### config.mk
export PLATFORM = sky130hd
export DESIGN_NAME = pulse_rate_detector
export DESIGN_NICKNAME = d
export VERILOG_FILES = /design/src/prd_pkg.sv /design/src/pulse_rate_detector.sv /design/src/prd_front.sv /design/src/prd_queue.sv /design/src/prd_div.sv /design/src/prd_back.sv
export SDC_FILE = /design/constraint.sdc
export NUM_CORES = 1
export LEC_CHECK = 0
export BUFFER_PORTS_ARGS = -buffer_cell sky130_fd_sc_hd__buf_4
export CORE_MARGIN = 4
export CORE_UTILIZATION = 35
export CTS_CLUSTER_SIZE = 14
export DETAILED_ROUTE_END_ITERATION = 16
export PLACE_DENSITY = 0.51
export SYNTH_ARGS = -nofsm -noshare
export SYNTH_HDL_FRONTEND = slang
export SYNTH_SLANG_ARGS = --single-unit
### constraint.sdc
create_clock -name aclk -period 10.3 [get_ports aclk]
set_input_delay 0 -clock aclk [delete_from_list [all_inputs] [get_ports aclk]]
set_output_delay 0 -clock aclk [all_outputs]
set_load 0.01 [all_outputs]
### src/prd_pkg.sv
// Package for the pulse rate detector.
// Holds the payload and queue types, register indexes, reset values and sizing constants.
// No dependencies.
package prd_pkg;

    localparam int SAMPLE_W = 12;
    localparam int TIME_W   = 16;
    localparam int SUM_W    = 16;
    localparam int MEAN_W   = 13;
    localparam int BPM_W    = 16;
    localparam int CFG_W    = 12;
    localparam int CFG_IDX_W = 2;

    localparam int GROUP_LEN       = 10;
    localparam int GROUP_CNT_W     = 4;
    localparam int WINDOW_LEN_DEF  = 20;
    localparam int QUEUE_DEPTH_DEF = 2;

    localparam logic [BPM_W-1:0]    BPM_DIVIDEND = 16'd60000;
    localparam logic [SAMPLE_W-1:0] SAMPLE_MAX   = 12'd4095;

    localparam logic [CFG_IDX_W-1:0] REG_BASELINE_OFFSET  = 2'd0;
    localparam logic [CFG_IDX_W-1:0] REG_ACCEPT_SPAN      = 2'd1;
    localparam logic [CFG_IDX_W-1:0] REG_THRESHOLD_MARGIN = 2'd2;

    localparam logic [CFG_W-1:0] BASELINE_OFFSET_RST  = 12'd1500;
    localparam logic [CFG_W-1:0] ACCEPT_SPAN_RST      = 12'd1000;
    localparam logic [CFG_W-1:0] THRESHOLD_MARGIN_RST = 12'd3;

    typedef struct packed {
        logic [SAMPLE_W-1:0] sample;
        logic [TIME_W-1:0]   time_ms;
    } in_t;

    typedef struct packed {
        logic [SAMPLE_W-1:0] reading;
        logic                above_level;
        logic                bpm_valid;
        logic [BPM_W-1:0]    bpm;
    } out_t;

    typedef struct packed {
        logic [SUM_W-1:0]    sum;
        logic [SAMPLE_W-1:0] min;
        logic [SAMPLE_W-1:0] max;
        logic [TIME_W-1:0]   time_ms;
    } job_t;

endpackage

### src/pulse_rate_detector.sv
// Top level of the pulse rate detector.
// Joins the sample front end, the job queue and the result back end.
// Depends on prd_pkg, prd_front, prd_queue and prd_back.
//
//   Channel   Ports                       Carries
//   input     s_valid, s_ready, s_data    one sample with its millisecond tick
//   result    m_valid, m_ready, m_data    one result for every tenth sample
//   config    cfg_we, cfg_index, cfg_wdata  register writes, no read-back
//
// The front end takes a sample in every cycle while the queue has room.
// The back end takes a group through accept, window, edge and output states,
// adding a divider state for a beat rate, with one quotient bit per cycle.
// Reset is synchronous and active low; it restores the register defaults.
// A stalled result holds the back end; the queue keeps the front running until it fills.
module pulse_rate_detector #(
    parameter int WINDOW_LEN  = prd_pkg::WINDOW_LEN_DEF,
    parameter int QUEUE_DEPTH = prd_pkg::QUEUE_DEPTH_DEF
) (
    input  logic                          aclk,
    input  logic                          aresetn,
    input  logic                          cfg_we,
    input  logic [prd_pkg::CFG_IDX_W-1:0] cfg_index,
    input  logic [prd_pkg::CFG_W-1:0]     cfg_wdata,
    input  logic                          s_valid,
    output logic                          s_ready,
    input  prd_pkg::in_t                  s_data,
    output logic                          m_valid,
    input  logic                          m_ready,
    output prd_pkg::out_t                 m_data
);

    logic          push_valid, push_ready;
    prd_pkg::job_t push_data;
    logic          pop_valid, pop_ready;
    prd_pkg::job_t pop_data;

    prd_front u_front (
        .aclk      (aclk),
        .aresetn   (aresetn),
        .s_valid   (s_valid),
        .s_ready   (s_ready),
        .s_data    (s_data),
        .job_valid (push_valid),
        .job_ready (push_ready),
        .job_data  (push_data)
    );

    prd_queue #(
        .DEPTH (QUEUE_DEPTH)
    ) u_queue (
        .aclk     (aclk),
        .aresetn  (aresetn),
        .wr_valid (push_valid),
        .wr_ready (push_ready),
        .wr_data  (push_data),
        .rd_valid (pop_valid),
        .rd_ready (pop_ready),
        .rd_data  (pop_data)
    );

    prd_back #(
        .WINDOW_LEN (WINDOW_LEN)
    ) u_back (
        .aclk      (aclk),
        .aresetn   (aresetn),
        .cfg_we    (cfg_we),
        .cfg_index (cfg_index),
        .cfg_wdata (cfg_wdata),
        .job_valid (pop_valid),
        .job_ready (pop_ready),
        .job_data  (pop_data),
        .m_valid   (m_valid),
        .m_ready   (m_ready),
        .m_data    (m_data)
    );

endmodule

### src/prd_front.sv
// Front end of the pulse rate detector: gathers groups of ten samples.
// Keeps the running sum, minimum and maximum and queues one job per group.
// Depends on prd_pkg.
module prd_front (
    input  logic          aclk,
    input  logic          aresetn,
    input  logic          s_valid,
    output logic          s_ready,
    input  prd_pkg::in_t  s_data,
    output logic          job_valid,
    input  logic          job_ready,
    output prd_pkg::job_t job_data
);

    logic [prd_pkg::GROUP_CNT_W-1:0] count_reg, count_next;
    logic [prd_pkg::SUM_W-1:0]       sum_reg, sum_next;
    logic [prd_pkg::SAMPLE_W-1:0]    min_reg, min_next;
    logic [prd_pkg::SAMPLE_W-1:0]    max_reg, max_next;
    logic [prd_pkg::SUM_W-1:0]       sum_add;
    logic [prd_pkg::SAMPLE_W-1:0]    min_upd, max_upd;
    logic                            accept, last;

    assign s_ready = job_ready;
    assign accept  = s_valid && s_ready;
    assign last    = (count_reg == prd_pkg::GROUP_CNT_W'(prd_pkg::GROUP_LEN - 1));

    assign sum_add = sum_reg + prd_pkg::SUM_W'(s_data.sample);
    assign min_upd = (s_data.sample < min_reg) ? s_data.sample : min_reg;
    assign max_upd = (s_data.sample > max_reg) ? s_data.sample : max_reg;

    assign job_valid        = accept && last;
    assign job_data.sum     = sum_add;
    assign job_data.min     = min_upd;
    assign job_data.max     = max_upd;
    assign job_data.time_ms = s_data.time_ms;

    always_comb begin
        count_next = count_reg;
        sum_next   = sum_reg;
        min_next   = min_reg;
        max_next   = max_reg;
        if (accept) begin
            if (last) begin
                count_next = '0;
                sum_next   = '0;
                min_next   = prd_pkg::SAMPLE_MAX;
                max_next   = '0;
            end else begin
                count_next = count_reg + 1'b1;
                sum_next   = sum_add;
                min_next   = min_upd;
                max_next   = max_upd;
            end
        end
    end

    always_ff @(posedge aclk) begin
        if (!aresetn) begin
            count_reg <= '0;
            sum_reg   <= '0;
            min_reg   <= prd_pkg::SAMPLE_MAX;
            max_reg   <= '0;
        end else begin
            count_reg <= count_next;
            sum_reg   <= sum_next;
            min_reg   <= min_next;
            max_reg   <= max_next;
        end
    end

endmodule

### src/prd_queue.sv
// Short job queue between the front and back ends of the pulse rate detector.
// A register-based FIFO of group jobs. Depends on prd_pkg.
module prd_queue #(
    parameter int DEPTH = prd_pkg::QUEUE_DEPTH_DEF
) (
    input  logic          aclk,
    input  logic          aresetn,
    input  logic          wr_valid,
    output logic          wr_ready,
    input  prd_pkg::job_t wr_data,
    output logic          rd_valid,
    input  logic          rd_ready,
    output prd_pkg::job_t rd_data
);

    localparam int PTR_W = (DEPTH > 1) ? $clog2(DEPTH) : 1;
    localparam int CNT_W = $clog2(DEPTH + 1);

    prd_pkg::job_t    mem_reg [DEPTH];
    logic [PTR_W-1:0] wr_ptr_reg, wr_ptr_next;
    logic [PTR_W-1:0] rd_ptr_reg, rd_ptr_next;
    logic [CNT_W-1:0] fill_reg, fill_next;
    logic             push, pop;

    assign wr_ready = (fill_reg != CNT_W'(DEPTH));
    assign rd_valid = (fill_reg != '0);
    assign rd_data  = mem_reg[rd_ptr_reg];
    assign push     = wr_valid && wr_ready;
    assign pop      = rd_valid && rd_ready;

    always_comb begin
        wr_ptr_next = wr_ptr_reg;
        rd_ptr_next = rd_ptr_reg;
        fill_next   = fill_reg;
        if (push) begin
            wr_ptr_next = (wr_ptr_reg == PTR_W'(DEPTH - 1)) ? '0 : wr_ptr_reg + 1'b1;
        end
        if (pop) begin
            rd_ptr_next = (rd_ptr_reg == PTR_W'(DEPTH - 1)) ? '0 : rd_ptr_reg + 1'b1;
        end
        if (push && !pop) begin
            fill_next = fill_reg + 1'b1;
        end else if (pop && !push) begin
            fill_next = fill_reg - 1'b1;
        end
    end

    always_ff @(posedge aclk) begin
        if (push) begin
            mem_reg[wr_ptr_reg] <= wr_data;
        end
    end

    always_ff @(posedge aclk) begin
        if (!aresetn) begin
            wr_ptr_reg <= '0;
            rd_ptr_reg <= '0;
            fill_reg   <= '0;
        end else begin
            wr_ptr_reg <= wr_ptr_next;
            rd_ptr_reg <= rd_ptr_next;
            fill_reg   <= fill_next;
        end
    end

endmodule

### src/prd_div.sv
// Restoring divider of the pulse rate detector: 60000 over a 16-bit interval.
// Produces one quotient bit per cycle. Depends on prd_pkg.
module prd_div (
    input  logic                      aclk,
    input  logic                      aresetn,
    input  logic                      start,
    input  logic [prd_pkg::BPM_W-1:0] divisor,
    output logic                      done,
    output logic [prd_pkg::BPM_W-1:0] quotient
);

    localparam int STEP_W = $clog2(prd_pkg::BPM_W);

    logic [prd_pkg::BPM_W-1:0] div_reg;
    logic [prd_pkg::BPM_W-1:0] rem_reg, rem_next;
    logic [prd_pkg::BPM_W-1:0] quot_reg, quot_next;
    logic [STEP_W-1:0]         step_reg, step_next;
    logic                      busy_reg, busy_next;
    logic                      done_reg, done_next;
    logic [prd_pkg::BPM_W:0]   trial;
    logic [prd_pkg::BPM_W:0]   trial_sub;

    assign trial     = {rem_reg, quot_reg[prd_pkg::BPM_W-1]};
    assign trial_sub = trial - {1'b0, div_reg};
    assign done      = done_reg;
    assign quotient  = quot_reg;

    always_comb begin
        rem_next  = rem_reg;
        quot_next = quot_reg;
        step_next = step_reg;
        busy_next = busy_reg;
        done_next = 1'b0;
        if (start) begin
            rem_next  = '0;
            quot_next = prd_pkg::BPM_DIVIDEND;
            step_next = '0;
            busy_next = 1'b1;
        end else if (busy_reg) begin
            if (!trial_sub[prd_pkg::BPM_W]) begin
                rem_next  = trial_sub[prd_pkg::BPM_W-1:0];
                quot_next = {quot_reg[prd_pkg::BPM_W-2:0], 1'b1};
            end else begin
                rem_next  = trial[prd_pkg::BPM_W-1:0];
                quot_next = {quot_reg[prd_pkg::BPM_W-2:0], 1'b0};
            end
            step_next = step_reg + 1'b1;
            if (step_reg == STEP_W'(prd_pkg::BPM_W - 1)) begin
                busy_next = 1'b0;
                done_next = 1'b1;
            end
        end
    end

    always_ff @(posedge aclk) begin
        if (start) begin
            div_reg <= divisor;
        end
        rem_reg  <= rem_next;
        quot_reg <= quot_next;
    end

    always_ff @(posedge aclk) begin
        if (!aresetn) begin
            step_reg <= '0;
            busy_reg <= 1'b0;
            done_reg <= 1'b0;
        end else begin
            step_reg <= step_next;
            busy_reg <= busy_next;
            done_reg <= done_next;
        end
    end

endmodule

### src/prd_back.sv
// Back end of the pulse rate detector: turns each group job into a result.
// Holds the configuration, reading, window threshold and beat edge state.
// Depends on prd_pkg and prd_div.
module prd_back #(
    parameter int WINDOW_LEN = prd_pkg::WINDOW_LEN_DEF
) (
    input  logic                          aclk,
    input  logic                          aresetn,
    input  logic                          cfg_we,
    input  logic [prd_pkg::CFG_IDX_W-1:0] cfg_index,
    input  logic [prd_pkg::CFG_W-1:0]     cfg_wdata,
    input  logic                          job_valid,
    output logic                          job_ready,
    input  prd_pkg::job_t                 job_data,
    output logic                          m_valid,
    input  logic                          m_ready,
    output prd_pkg::out_t                 m_data
);

    localparam int WCNT_W = $clog2(WINDOW_LEN);

    localparam logic [2:0] ST_IDLE   = 3'd0;
    localparam logic [2:0] ST_ACCEPT = 3'd1;
    localparam logic [2:0] ST_WINDOW = 3'd2;
    localparam logic [2:0] ST_EDGE   = 3'd3;
    localparam logic [2:0] ST_DIV    = 3'd4;
    localparam logic [2:0] ST_OUT    = 3'd5;

    logic [2:0]                     state_reg, state_next;
    logic [prd_pkg::CFG_W-1:0]      offset_reg, span_reg, margin_reg;
    logic [prd_pkg::MEAN_W-1:0]     mean_reg, mean_next;
    logic [prd_pkg::TIME_W-1:0]     time_reg, time_next;
    logic [prd_pkg::SAMPLE_W-1:0]   held_reg, held_next;
    logic [prd_pkg::SAMPLE_W-1:0]   peak_reg, peak_next;
    logic [WCNT_W-1:0]              wcnt_reg, wcnt_next;
    logic [prd_pkg::SUM_W-1:0]      thresh_reg, thresh_next;
    logic                           prev_reg, prev_next;
    logic                           phase_reg, phase_next;
    logic [prd_pkg::TIME_W-1:0]     start_reg, start_next;
    logic                           level_reg, level_next;
    logic                           bpmv_reg, bpmv_next;
    logic                           m_valid_reg, m_valid_next;
    prd_pkg::out_t                  m_data_reg, m_data_next;

    logic [prd_pkg::SUM_W-1:0]      trimmed;
    logic [prd_pkg::SUM_W-1:0]      diff;
    logic [prd_pkg::SAMPLE_W-1:0]   peak_upd;
    logic                           level;
    logic [prd_pkg::TIME_W-1:0]     interval;
    logic                           div_start;
    logic                           div_done;
    logic [prd_pkg::BPM_W-1:0]      div_quot;

    prd_div u_div (
        .aclk     (aclk),
        .aresetn  (aresetn),
        .start    (div_start),
        .divisor  (interval),
        .done     (div_done),
        .quotient (div_quot)
    );

    assign m_valid   = m_valid_reg;
    assign m_data    = m_data_reg;
    assign job_ready = (state_reg == ST_IDLE);

    assign trimmed  = job_data.sum - prd_pkg::SUM_W'(job_data.min)
                      - prd_pkg::SUM_W'(job_data.max);
    assign diff     = prd_pkg::SUM_W'(mean_reg) - prd_pkg::SUM_W'(offset_reg);
    assign peak_upd = (held_reg > peak_reg) ? held_reg : peak_reg;
    assign level    = (prd_pkg::SUM_W'(held_reg) > thresh_reg);
    assign interval = time_reg - start_reg;

    always_comb begin
        state_next   = state_reg;
        mean_next    = mean_reg;
        time_next    = time_reg;
        held_next    = held_reg;
        peak_next    = peak_reg;
        wcnt_next    = wcnt_reg;
        thresh_next  = thresh_reg;
        prev_next    = prev_reg;
        phase_next   = phase_reg;
        start_next   = start_reg;
        level_next   = level_reg;
        bpmv_next    = bpmv_reg;
        m_valid_next = m_valid_reg;
        m_data_next  = m_data_reg;
        div_start    = 1'b0;

        if (m_valid_reg && m_ready) begin
            m_valid_next = 1'b0;
        end

        unique case (state_reg)
            ST_IDLE: begin
                if (job_valid) begin
                    mean_next  = trimmed[prd_pkg::SUM_W-1:3];
                    time_next  = job_data.time_ms;
                    state_next = ST_ACCEPT;
                end
            end
            ST_ACCEPT: begin
                if (diff < prd_pkg::SUM_W'(span_reg)) begin
                    held_next = diff[prd_pkg::SAMPLE_W-1:0];
                end
                state_next = ST_WINDOW;
            end
            ST_WINDOW: begin
                if (wcnt_reg == WCNT_W'(WINDOW_LEN - 1)) begin
                    thresh_next = prd_pkg::SUM_W'(peak_upd) - prd_pkg::SUM_W'(margin_reg);
                    peak_next   = '0;
                    wcnt_next   = '0;
                end else begin
                    peak_next = peak_upd;
                    wcnt_next = wcnt_reg + 1'b1;
                end
                state_next = ST_EDGE;
            end
            ST_EDGE: begin
                level_next = level;
                prev_next  = level;
                bpmv_next  = 1'b0;
                state_next = ST_OUT;
                if (!prev_reg && level) begin
                    phase_next = ~phase_reg;
                    if (!phase_reg) begin
                        start_next = time_reg;
                    end else if (interval != '0) begin
                        bpmv_next  = 1'b1;
                        div_start  = 1'b1;
                        state_next = ST_DIV;
                    end
                end
            end
            ST_DIV: begin
                if (div_done) begin
                    state_next = ST_OUT;
                end
            end
            ST_OUT: begin
                if (!m_valid_reg || m_ready) begin
                    m_valid_next            = 1'b1;
                    m_data_next.reading     = held_reg;
                    m_data_next.above_level = level_reg;
                    m_data_next.bpm_valid   = bpmv_reg;
                    m_data_next.bpm         = bpmv_reg ? div_quot : '0;
                    state_next              = ST_IDLE;
                end
            end
            default: begin
                state_next = ST_IDLE;
            end
        endcase
    end

    always_ff @(posedge aclk) begin
        mean_reg   <= mean_next;
        time_reg   <= time_next;
        level_reg  <= level_next;
        bpmv_reg   <= bpmv_next;
        m_data_reg <= m_data_next;
    end

    always_ff @(posedge aclk) begin
        if (!aresetn) begin
            state_reg   <= ST_IDLE;
            offset_reg  <= prd_pkg::BASELINE_OFFSET_RST;
            span_reg    <= prd_pkg::ACCEPT_SPAN_RST;
            margin_reg  <= prd_pkg::THRESHOLD_MARGIN_RST;
            held_reg    <= '0;
            peak_reg    <= '0;
            wcnt_reg    <= '0;
            thresh_reg  <= '0;
            prev_reg    <= 1'b0;
            phase_reg   <= 1'b0;
            start_reg   <= '0;
            m_valid_reg <= 1'b0;
        end else begin
            state_reg   <= state_next;
            held_reg    <= held_next;
            peak_reg    <= peak_next;
            wcnt_reg    <= wcnt_next;
            thresh_reg  <= thresh_next;
            prev_reg    <= prev_next;
            phase_reg   <= phase_next;
            start_reg   <= start_next;
            m_valid_reg <= m_valid_next;
            if (cfg_we) begin
                unique case (cfg_index)
                    prd_pkg::REG_BASELINE_OFFSET:  offset_reg <= cfg_wdata;
                    prd_pkg::REG_ACCEPT_SPAN:      span_reg   <= cfg_wdata;
                    prd_pkg::REG_THRESHOLD_MARGIN: margin_reg <= cfg_wdata;
                    default: begin
                    end
                endcase
            end
        end
    end

endmodule

==> results.sh, run 1 <==
export IMPL_outcome="complete, no violations"
export IMPL_internal_power_uw=3147
export IMPL_area_growth_pct=16.56
export IMPL_slew_viol_final=0
export IMPL_min_period_over_period_pct=47.53
export IMPL_period_needed_ns=4.896
export IMPL_rrSetupSlack_ns=5.40
export IMPL_post_cts_setup_buffers=0
export IMPL_synthDistinctLibCells=71
export IMPL_grt_pass1_vias=13020
export IMPL_syn_inst=1811
export IMPL_power_density_nw_per_um2=200.0
export IMPL_via_per_inst=4.939
export IMPL_gr_max_usage_layer="met2"
export IMPL_ys_top_cells_by_count="edfxtp_1 (189), dfxtp_1 (187), nand2_1 (160)"
export IMPL_io_buffers=78
export IMPL_path_clk_slew_ns=0.06
export IMPL_max_freq_mhz=204.3
export IMPL_drc_errors=0
export IMPL_grt_util_all_layers_pct=14.16
export IMPL_diodes=0
export IMPL_ys_flop_type="edfxtp_1"
export IMPL_h_tree_depth=2
export IMPL_hold_path_class="input pin to flip-flop"
export IMPL_finalHoldViolCount=0
export IMPL_ctsResizeCount=0
export IMPL_syn_area_um2=19330
export IMPL_critPathKind="flip-flop to flip-flop"
export IMPL_max_cap_viol_count=0
export IMPL_swShare_pct=30.17
export IMPL_grt_pass1_wl_mm=69.17
export IMPL_path_delay_family="compound AO/OA/AOI/OAI gates"
export IMPL_coreArea_um2=54240
export IMPL_antenna_found_initial=0
export IMPL_p_comb_share_pct=26.3
export IMPL_synth_area_leaders="edfxtp_1 (29%), dfxtp_1 (19%), ha_1 (9.2%)"
export IMPL_seq_area_frac_synth_pct=48.72
export IMPL_die_h_um=243.0
export IMPL_setup_violations=0
export IMPL_end_kind="flip-flop"
export IMPL_post_synth_top_count_cell="edfxtp_1"
export IMPL_yosysWarnings=0
export IMPL_drt_pass1_iter_count=4
export IMPL_hold_path_startpoint="aresetn"
export IMPL_grtUsageMet2_pct=23.25
export IMPL_ys_seq_elements=376
export IMPL_dieWidth_um=243.0
export IMPL_slowest_delay_ns=0.44
export IMPL_reg2reg_from="u_back.held_reg[1]"
export IMPL_initial_utilization_pct=35.64
export IMPL_cts_hold_buf=44
export IMPL_nets=2133
export IMPL_grt_setup_unrepaired="false"
export IMPL_num_vias=13132
export IMPL_clockBufferDepth=3
export IMPL_finalSetupTns_ns=0
export IMPL_start_kind="flip-flop"
export IMPL_syn_area_per_cell_um2=10.67
export IMPL_wl_mm=42.18
export IMPL_tightest_slew_ns=1.068
export IMPL_dieArea_um2=59060
export IMPL_cp_max_fo=17
export IMPL_synth_top_area_share_pct=29.36
export IMPL_seqPwrFrac_pct=39.5
export IMPL_cts_tree="built"
export IMPL_num_rows=85
export IMPL_slew_headroom_pct=28.34
export IMPL_ys_async_sr_fraction_pct=0
export IMPL_whs_ns=0.03084
export IMPL_arrival_ns=5.41
export IMPL_drt_iter0_markers=627
export IMPL_p_leak_uw=0.008891
export IMPL_clock_sinks=376
export IMPL_synth_top_area_cell="edfxtp_1"
export IMPL_ir_worst_vdd_mv=0.1097
export IMPL_numCtsBuffers=43
export IMPL_grt_max_degree=96
export IMPL_ios=79
export IMPL_startpoint="u_back.held_reg[1]"
export IMPL_met1_usage_pct=19.15
export IMPL_power_frac_clock_pct=34.2
export IMPL_clockRootBuffer="clkbuf_16"
export IMPL_clk_latency_ns=0.57
export IMPL_skew_ns=0.01745
export IMPL_grtUsageMet3_pct=2.318
export IMPL_syn_num_nets=2015
export IMPL_place_gp_congestion=0.8130
export IMPL_critPathBufInv=2
export IMPL_worstPathRequired_ns=10.81
export IMPL_power_switching_uw=1360
export IMPL_ant_nets=0
export IMPL_drive_above_1_share_pct=11.77
export IMPL_grt_ovfl_total=0
export IMPL_synth_edff_count=189
export IMPL_crit_chain="ha_1, nor2b_1, o21ai_0, nand2b_1, a21oi_1, o31ai_1, a31oi_1, nor2_1, buf_4, mux2i_1, ha_1, inv_1, fa_1, a21o_1, a21oi_1, nor2b_1, o21a_1, o41ai_1, o21ai_0, a2111oi_0, o21a_1"
export IMPL_hpwlAfterDp_mm=29.08
export IMPL_slowest_stage="nor2_1"
export IMPL_drt_wirelength_per_cell_um=15.86
export IMPL_largest_reg_flops=112
-- stage by stage --
step           power [µW]  cell area [µm²]  setup WS, ns  utilization [%]  std cells
2_1_floorplan        2668            19330         4.741                -       1811
3_3_place_gp         2980            20670         5.457            38.10       2536
3_5_place_dp         2997            20670         5.367            38.10       2536
4_1_cts              4579            22530         5.355            41.54       2659
5_1_grt              4782            22530         4.746            41.54       2659
6_report             4507            22530         5.404            41.54       2659
-- power by group through the flow --
| stage | clock (µW) | sequential [µW] | combinational [µW] |
|---|---|---|---|
| finish | 1540 | 1780 | 1190 |
| global route | 1650 | 1790 | 1350 |
| CTS | 1590 | 1780 | 1210 |
| detailed placement | 0 | 1810 | 1190 |
| global placement | 0 | 1810 | 1170 |
| floorplan | 0 | 1790 | 881 |
-- layer usage --
layer,share of wire [%],wire (µm)
met3,3.2,1353
met4,2.6,1117
met1,49,20480
met5,0,0
met2,46,19220
-- cells by family (layout without fill, tap and decap cells) --
group,Yosys count,in the layout,synth area share [%]
simple gates,500,500,12.90
fa+ha+maj,157,157,10.74
mux,121,121,6.621
xor+xnor,73,73,3.307
buf+inv,208,360,4.136
compound gates,376,376,13.57
flops,376,376,48.72
-- area by class of cell --
cell class | instances | area, µm²
Sequential cell | 376 | 9422
Clock inverter | 8 | 90.09
Inverter | 143 | 536.8
Tap cell | 696 | 870.8
Multi-Input combinational cell | 1227 | 9133
Timing Repair Buffer | 138 | 1146
Fill cell | 5227 | 31710
Clock buffer | 71 | 1335
-- placed cells by master, fill, tap and decap left out, drive strengths merged, types with 29 or more instances in the layout --
cell type / n
edfxtp: 189
dfxtp: 187
nand2: 160
inv: 143
ha: 142
buf: 94
nor2: 84
clkbuf: 71
o21ai: 67
mux2i: 66
nor2b: 63
a21oi: 60
mux2: 55
xnor2: 44
dlygate4sd3: 44
and2: 43
nand3: 39
a21o: 36
a21boi: 31
o21a: 30
xor2: 29
nor3: 29
-- worst paths after layout --
path / end / depth (start not counted)
max: u_back.thresh_reg[14] / 21
min: u_back.margin_reg[0] / 2
min reg2reg: u_back.m_data[17] / 0
max reg2reg: u_back.thresh_reg[14] / 21
Power figures use the tool's default switching activity.
==> inputs of run 2 (changes only) <==
Settings changed: ABC_AREA from default to 1, PLACE_DENSITY 0.51 to 0.53.
Clock period 10.3 ns to 4.4 ns, I/O delays scaled along.
==> run 2 against run 1 <==
  * Combinational power rose to 6.5 times the previous value
  * Clock power increased by 130%
  * First-iteration DRC count grew 32%
==> results.sh, run 2 <==
export IMPL_synth_area_leaders="edfxtp_1 (29%), dfxtp_1 (19%), nand2_1 (10%)"
export IMPL_syn_area_um2=19570
export IMPL_coreArea_um2=55200
export IMPL_gr_max_usage_layer="met2"
export IMPL_grt_util_all_layers_pct=14.72
export IMPL_whs_ns=0.1093
export IMPL_end_kind="flip-flop"
export IMPL_r2r_end="u_back.thresh_reg[14]"
export IMPL_h_tree_depth=2
export IMPL_drive_above_1_share_pct=9.050
export IMPL_power_density_nw_per_um2=685.7
export IMPL_ys_flop_type="edfxtp_1"
export IMPL_hpwlAfterDp_mm=32.00
export IMPL_rrSetupSlack_ns=0.86
export IMPL_nets=2588
export IMPL_dieWidth_um=244.5
export IMPL_finalHoldViolCount=0
export IMPL_swShare_pct=41.75
export IMPL_period_needed_ns=3.545
export IMPL_grt_pass1_wl_mm=72.57
export IMPL_start_kind="flip-flop"
export IMPL_grtUsageMet2_pct=24.87
export IMPL_ys_async_sr_fraction_pct=0
export IMPL_via_per_inst=4.703
export IMPL_yosysWarnings=0
export IMPL_slew_viol_final=0
export IMPL_ys_top_cells_by_count="nand2_1 (525), inv_1 (329), a21oi_1 (228)"
export IMPL_worstPathRequired_ns=4.87
export IMPL_post_cts_setup_buffers=0
export IMPL_num_rows=86
export IMPL_p_comb_share_pct=49.2
export IMPL_grt_ovfl_total=0
export IMPL_power_frac_clock_pct=22.9
export IMPL_synth_edff_count=189
export IMPL_io_buffers=78
export IMPL_ant_nets=0
export IMPL_numCtsBuffers=44
export IMPL_reg2reg_from="u_back.held_reg[9]"
export IMPL_drt_wirelength_per_cell_um=13.91
export IMPL_internal_power_uw=9160
export IMPL_setup_violations=0
export IMPL_placed_cells=3036
export IMPL_clockRootBuffer="clkbuf_16"
export IMPL_area_growth_pct=17.20
export IMPL_final_common_cell="nand2_1"
export IMPL_syn_inst=2258
export IMPL_syn_area_per_cell_um2=8.666
export IMPL_diodes=0
export IMPL_p_leak_uw=0.009983
export IMPL_ir_worst_vdd_mv=0.6342
export IMPL_antenna_found_initial=0
export IMPL_tightest_slew_ns=1.002
export IMPL_final_cell_mix="nand2_1 (524), inv_1 (329), a21oi_1 (226)"
export IMPL_num_vias=14899
export IMPL_rr_worst_depth=19
export IMPL_finalSetupTns_ns=0
export IMPL_startpoint="u_back.held_reg[9]"
export IMPL_grt_setup_unrepaired="false"
export IMPL_layoutNonFillerInstCount=3168
export IMPL_cp_max_fo=24
export IMPL_largest_reg_flops=112
export IMPL_clockBufferDepth=3
export IMPL_place_gp_congestion=0.8497
export IMPL_hold_path_class="input pin to flip-flop"
export IMPL_path_clk_slew_ns=0.06
export IMPL_grt_max_degree=62
export IMPL_arrival_ns=4.01
export IMPL_cts_tree="built"
export IMPL_slew_headroom_pct=32.94
export IMPL_drc_errors=0
export IMPL_drt_iter0_markers=827
export IMPL_grt_pass1_vias=14373
export IMPL_synthDistinctLibCells=53
export IMPL_initial_utilization_pct=35.45
export IMPL_dieArea_um2=59760
export IMPL_syn_num_nets=2462
export IMPL_max_freq_mhz=282.1
export IMPL_clk_latency_ns=0.56
export IMPL_met1_usage_pct=19.52
export IMPL_synth_top_area_share_pct=29.00
export IMPL_post_synth_top_count_cell="nand2_1"
export IMPL_seq_area_frac_synth_pct=48.13
export IMPL_skew_ns=0.02118
export IMPL_wl_mm=44.07
export IMPL_ios=79
export IMPL_synth_top_area_cell="edfxtp_1"
export IMPL_drt_pass1_iter_count=5
export IMPL_power_switching_uw=6566
export IMPL_ys_seq_elements=376
export IMPL_grtUsageMet3_pct=2.489
export IMPL_crit_end="u_back.thresh_reg[14]"
export IMPL_outcome="complete, no violations"
export IMPL_die_h_um=244.5
export IMPL_seqPwrFrac_pct=27.8
export IMPL_critPathKind="flip-flop to flip-flop"
export IMPL_clock_sinks=376
export IMPL_min_period_over_period_pct=80.57
export IMPL_max_cap_viol_count=0
==> run 2: changes by cell type after synthesis, sizes merged, moves of 29 or more <==
cell | before | now
nand2 | 160 | 539
a21o | 36 | 7
mux2i | 66 | 23
o21ai | 67 | 133
a21boi | 31 | 2
nor2 | 84 | 131
nand3 | 39 | 69
mux2 | 55 | 0
inv | 143 | 342
nor2b | 63 | 0
a21oi | 60 | 233
and2 | 43 | 0
==> run 2: cells by family (layout without fill, tap and decap cells) <==
group,Yosys count,count (layout),synth area share (%)
xor gates and xnor gates,53,53,2.372
muxes,23,23,1.176
DFF,376,376,48.13
AOI/OAI and AO/OA,442,442,12.54
buffers and inverters,407,569,8.178
adders and majority gates,157,157,10.61
and+or+nand+nor,800,800,16.99
==> run 2: timing repair <==
item | 4_1_cts | 5_1_grt
resized for setup | 0 | 0
hold endpoints to repair | 149 | 0
hold buffers | 50 | 0
==> run 2: worst max-delay path, stage by stage, from the launching register on <==
cell and delay (ns):
dfxtp_1 0.44, ha_1 0.29, a21oi_1 0.12, nor2_1 0.05, a211oi_1 0.21, o221ai_1 0.16, o21ai_1 0.10, buf_4 0.26
nand2_1 0.07, o21ai_0 0.12, ha_1 0.20, inv_1 0.06, fa_1 0.40, nand3_1 0.10, nand3_1 0.12, a21oi_1 0.23
o21ai_0 0.14, nand2_1 0.10, a21oi_1 0.07, o32ai_1 0.21
==> run 2: through the flow <==
step | setup WS (ns) | utilization, % | cell area [µm²] | total power, µW
6_report | 0.8551 | 41.55 | 22930 | 15730
2_1_floorplan | 0.4473 | - | 19570 | 10380
4_1_cts | 0.8732 | 41.55 | 22930 | 15850
3_5_place_dp | 0.8969 | 38.01 | 20980 | 12110
3_3_place_gp | 0.9156 | 38.01 | 20980 | 11980
5_1_grt | 0.5212 | 41.55 | 22930 | 17210
==> run 2: worst min-delay path by stage <==
stage,startpoint,end,cells after the start
floorplan,s_data[0],u_queue.mem_reg[0][0],0
global placement,s_data[1],u_queue.mem_reg[1][1],1
detailed placement,s_data[1],u_queue.mem_reg[1][1],1
CTS,cfg_we,u_back.span_reg[1],3
global route,cfg_we,u_back.span_reg[4],3
finish,cfg_we,u_back.span_reg[1],3
==> run 2: per-layer routing <==
metal,up-vias,share of wire [%],wire [µm]
met5,-,0,0
met4,0,2.3,1029
met3,65,3.9,1738
met2,234,46,20490
met1,6874,47,20810
li1,7726,-,-
==> run 2: final cells by class <==
type,count,area [µm²]
fill,5436,32270
sequential,376,9420
multi-input combinational,1475,8596
inverter,342,1291
clock buffer,66,1286
timing repair buffer,145,1239
tap,748,935.9
clock inverter,16,166.4
==> run 2: power by group through the flow <==
stage | combinational, µW | sequential [µW] | clock [µW]
floorplan | 5970 | 4410 | 0
global placement | 7540 | 4440 | 0
detailed placement | 7660 | 4450 | 0
CTS | 7730 | 4380 | 3740
global route | 8900 | 4420 | 3890
finish | 7740 | 4380 | 3610
